`src/rtl/nnt_pkg.sv`:
```
// ----------------------------------------------------------------------------
// nnt_pkg: shared types and constants for the nearest-neighbor tour block
// Widths of the request and result fields, and the control/status structs
// that pass between the sequencer and the compare/accumulate unit.
// ----------------------------------------------------------------------------
package nnt_pkg;

  localparam int MAX_CITIES = 32;
  localparam int IDX_W      = $clog2(MAX_CITIES);
  localparam int ADDR_W     = 2 * IDX_W;
  localparam int DIST_W     = 24;
  localparam int COST_W     = 29;
  localparam int CNT_W      = 6;

  localparam logic [CNT_W-1:0] CNT_MAX = CNT_W'(MAX_CITIES);
  localparam logic [CNT_W-1:0] CNT_ONE = CNT_W'(1);
  localparam logic [CNT_W-1:0] CNT_TWO = CNT_W'(2);

  typedef logic [IDX_W-1:0]  idx_t;
  typedef logic [ADDR_W-1:0] addr_t;
  typedef logic [DIST_W-1:0] dist_t;
  typedef logic [COST_W-1:0] cost_t;
  typedef logic [CNT_W-1:0]  cnt_t;

  // Sequencer to compare/accumulate unit.
  typedef struct packed {
    logic clear_best;
    logic cmp_vld;
    idx_t cmp_idx;
    logic clear_cost;
    logic add_best;
    logic add_ret;
    logic ret_dbl;
  } ctl_t;

  // Compare/accumulate unit back to the sequencer.
  typedef struct packed {
    logic  found;
    idx_t  best_idx;
    dist_t best_dist;
    cost_t cost_sum;
  } sts_t;

  // Map a raw city count onto the supported range 1..MAX_CITIES.
  function automatic cnt_t clamp_count(input cnt_t raw);
    cnt_t res;
    res = raw;
    if (raw == '0) begin
      res = CNT_ONE;
    end else if (raw > CNT_MAX) begin
      res = CNT_MAX;
    end
    return res;
  endfunction

endpackage

```
`src/rtl/nnt_min_unit.sv`:
```
// ----------------------------------------------------------------------------
// nnt_min_unit: shared compare and cost accumulator
// Tracks the nearest unvisited city of the running scan and sums the
// tour cost through one adder.
// ----------------------------------------------------------------------------
module nnt_min_unit (
  input  logic           clk,
  input  logic           rst,
  input  nnt_pkg::ctl_t  ctl,
  input  nnt_pkg::dist_t rd_data,
  output nnt_pkg::sts_t  sts
);
  import nnt_pkg::*;

  logic  found;
  idx_t  best_idx;
  dist_t best_dist;
  cost_t cost_sum;
  cost_t add_opd;

  // Strict less-than keeps the lowest index on a tie.
  always_ff @(posedge clk) begin
    if (rst) begin
      found <= 1'b0;
    end else if (ctl.clear_best) begin
      found <= 1'b0;
    end else if (ctl.cmp_vld && (!found || rd_data < best_dist)) begin
      found <= 1'b1;
    end
  end

  always_ff @(posedge clk) begin
    if (ctl.cmp_vld && (!found || rd_data < best_dist)) begin
      best_idx  <= ctl.cmp_idx;
      best_dist <= rd_data;
    end
  end

  always_comb begin
    if (ctl.add_ret) begin
      add_opd = ctl.ret_dbl ? {(COST_W-DIST_W-1)'(0), rd_data, 1'b0}
                            : {(COST_W-DIST_W)'(0), rd_data};
    end else begin
      add_opd = {(COST_W-DIST_W)'(0), best_dist};
    end
  end

  always_ff @(posedge clk) begin
    if (rst) begin
      cost_sum <= '0;
    end else if (ctl.clear_cost) begin
      cost_sum <= '0;
    end else if (ctl.add_best || ctl.add_ret) begin
      cost_sum <= cost_sum + add_opd;
    end
  end

  assign sts = '{found: found, best_idx: best_idx, best_dist: best_dist,
                 cost_sum: cost_sum};

endmodule

```
`config.mk`:
```
export PLATFORM = sky130hd
export DESIGN_NAME = nnt_min_unit
export DESIGN_NICKNAME = d
export VERILOG_FILES = /design/src/rtl/nnt_pkg.sv /design/src/rtl/nnt_min_unit.sv
export SDC_FILE = /design/constraint.sdc
export NUM_CORES = 1
export LEC_CHECK = 0
export ABC_CLOCK_PERIOD_IN_PS = 4500
export BUFFER_PORTS_ARGS = -buffer_cell sky130_fd_sc_hd__buf_2
export CAP_MARGIN = 20
export CORE_UTILIZATION = 30
export DETAILED_ROUTE_END_ITERATION = 8
export PLACE_DENSITY_LB_ADDON = 0.08
export SLEW_MARGIN = 20
export SYNTH_ARGS = -nofsm -noshare
export SYNTH_HDL_FRONTEND = slang
export SYNTH_SLANG_ARGS = --single-unit
```
`constraint.sdc`:
```
create_clock -name clk -period 4.5 [get_ports clk]
set_clock_uncertainty 0.05 [all_clocks]
set_input_delay 0.9 -clock clk [delete_from_list [all_inputs] [get_ports clk]]
set_output_delay 0.9 -clock clk [all_outputs]
set_load 0.01 [all_outputs]
```
==> metrics.yaml <==
synthesis:
  syn_area_per_cell_sq_um: 8.576
  yosys.area.top_type: "edfxtp_1"
  synth_seq_cells: 59
  synthTopCellsByArea: "edfxtp_1, dfxtp_1, ha_1, a21oi_1, mux2i_1"
  syn-num-nets: 607
  dominantRegCellSynth: "dfxtp_1"
  synth_warnings: 0
  synth_top_area_share_pct: 19.49
  netlist_instances: 521
  yosysSeqAreaShare_pct: 32.93
  synth_common_cells: "a21oi_1, nand2_1, nor2_1"
  post-synth-top-count-cell: "a21oi_1"
  async_flop_share_pct: 0
  syn_area_sq_mm: 0.004468
  synthDistinctLibCells: 55
  synth_enable_flop_cells: 29
finish:
  n_antenna_cell: 0
  layout.nets: 697
  area_growth_pct: 20.69
  design_area_sq_mm: 0.005393
  drive_above_1_share_pct: 19.97
grt:
  use_met1_pct: 24.40
  grt_pass1_vias: 3879
  grt.overflow.total: 0
  grt_pass1_wl_um: 20150
  use_met2_pct: 26.52
  grt_max_degree: 30
  grt-busiest-layer: "met2"
  grt_use_total_pct: 17.46
  use_met3_pct: 2.793
  antenna_found_initial: 0
timing:
  maxSlewHeadroom_pct: 39.43
  worst_slew_pin_slew_ns: 0.9052
  hold_ws_ns: 0.4214
  setup_viol: 0
  tns_ns: 0
  min_period_over_period_pct: 77.08
  drv_slew: 0
  finalCriticalPeriod_ns: 3.468
  hold_viol_final: 0
  rsz0062_at_grt: "no"
  fmax_mhz: 288.3
clocking:
  postCtsSetupRepairBufs: 0
  cts_root_buffer: "clkbuf_16"
  cts_resized: 0
  cts_tree: "done"
  cts_buffer_depth: 2
  cts.clk_slew.worst_paths_ns: 0.05
  cts_htree_levels: 3
  cts_buffers: 9
  cts_sinks: 59
  cts_hold_buf: 0
  clk_latency_ns: 0.34
worst_setup_path:
  cp_common_cell: "a21o_1"
  crit_chain: "buf_2 > buf_4 > mux2i_1 > a21oi_1 > ha_1 > and2_4 > a221oi_2 > nand3b_1 > o21bai_2 > a21o_1 > a21o_1 > a221o_1"
  slowest_stage: "ha_1"
  cp.required_ns: 4.67
  startpoint_type: "input port"
  cp_max_fo: 14
  max_stage_delay_ns: 0.40
  ff2ff_setup_slack_ns: 1.57
  rr_startpoint: "best_dist[0]$_DFFE_PP_"
  worstSetupEndpointType: "flop"
  path_delay_family: "compound AO/OA/AOI/OAI gates"
  worstPathBufferInverterCount: 2
  cp.arrival_ns: 3.64
  crit_start: "ctl[0]"
  crit_type: "input port to flop"
power_and_ir_drop:
  total_power_w: 0.001803
  power_density_mw_per_mm2: 334.3
  ir_drop_v: 0.0001770
  leakagePower_nw: 2.612
drt:
  drc: 0
  num_vias: 4090
  dr.pass1.iters: 5
  postRouteAntennaNets: 0
  vias_per_cell: 5.113
  drtIter0Drc: 239
  wl_per_cell_um: 16.07
  drt_wl_total_um: 12850
run:
  drv_cap: 0
floorplanning:
  core_sq_mm: 0.01453
  initial_core_util_pct: 30.74
  die_h_um: 124.0
  die-width_um: 124.0
  dieArea_sq_mm: 0.01539
  pin_count: 96
  num_rows: 44
placed_design:
  gp_congestion: 0.8258
  dp_hpwl_um: 10110
  postPlaceCellArea_sq_mm: 0.005131
  portBuffers: 95
status:
  status: "finished clean"
min_path:
  hold_class: "flop to flop"
  min_from: "cost_sum[0]$_SDFFE_PP0P_"
worst paths after layout:
check	to	cells past startpoint
max	cost_sum[20]$_SDFFE_PP0P_	12
min	cost_sum[0]$_SDFFE_PP0P_	2
max reg2reg	cost_sum[20]$_SDFFE_PP0P_	11
min reg2reg	cost_sum[0]$_SDFFE_PP0P_	2
cell usage in the layout, fill, tap and decap left out, types with 17 or more instances in the layout:
cell type  instances
dfxtp_1           30
buf_2             95
nand2_1           50
edfxtp_1          29
mux2i_1           25
a21oi_1           59
nor2_1            50
o21ai_1           17
ha_1              48
inv_1             32
a21o_1            23
flip-flops by register name (all words and copies together) (netlist names):
name / count
best_idx: 5
best_dist: 24
found: 1
cost_sum: 29
per-stage QoR:
step	util, %	worst slack [ns]	instances
floorplan	-	0.3859	521
global placement	35.30	0.7512	784
detailed placement	35.30	0.6843	784
CTS	37.10	1.032	800
global route	37.10	0.8518	800
finish	37.10	1.032	800
final cells by class:
cell class | instances | area (sq um)
clock buffers | 10 | 229.0
clock inverters | 6 | 32.53
fillers | 1561 | 9141
inverters | 32 | 120.1
multi-input cells | 409 | 2784
flip-flops and latches | 59 | 1471
well taps | 184 | 230.2
repair buffers | 100 | 525.5
cell families (layout without fill, tap and decap cells):
| family | after synthesis | count (layout) | share of synthesized area [%] |
|---|---|---|---|
| AO/OA/AOI/OAI | 163 | 163 | 23.24 |
| XOR/XNOR | 14 | 14 | 2.744 |
| adder cells (fa/ha/maj) | 49 | 49 | 13.89 |
| buffers and inverters | 53 | 148 | 4.845 |
| flip-flops | 59 | 59 | 32.93 |
| multiplexers | 25 | 25 | 5.601 |
| AND/OR/NAND/NOR | 158 | 158 | 16.75 |
per-layer routing:
metal  vias to the layer above  share of wire [%]
li1                       2091                  -
met1                      1900                 51
met2                        87                 44
met3                        12                4.2
met4                         0                1.6
met5                         -                  0
worst reg2reg max path: stages (launching register included):
cell and delay [ns]:
edfxtp_1 0.40, inv_1 0.08, o21ai_0 0.13, ha_1 0.25, fa_1 0.41, a21oi_1 0.24, o211ai_1 0.17, a21oi_1 0.27
o21bai_2 0.16, a21o_1 0.21, a21o_1 0.18, a221o_1 0.28
power breakdown:
part           internal (W)  total [W]  switching [W]  leakage, nW
registers          0.000605   0.000636      0.0000307        0.528
clock network      0.000367   0.000622       0.000255        0.132
logic              0.000224   0.000546       0.000322         1.95
total               0.00120    0.00180       0.000608         2.61
(Power assumes the default switching activity.)
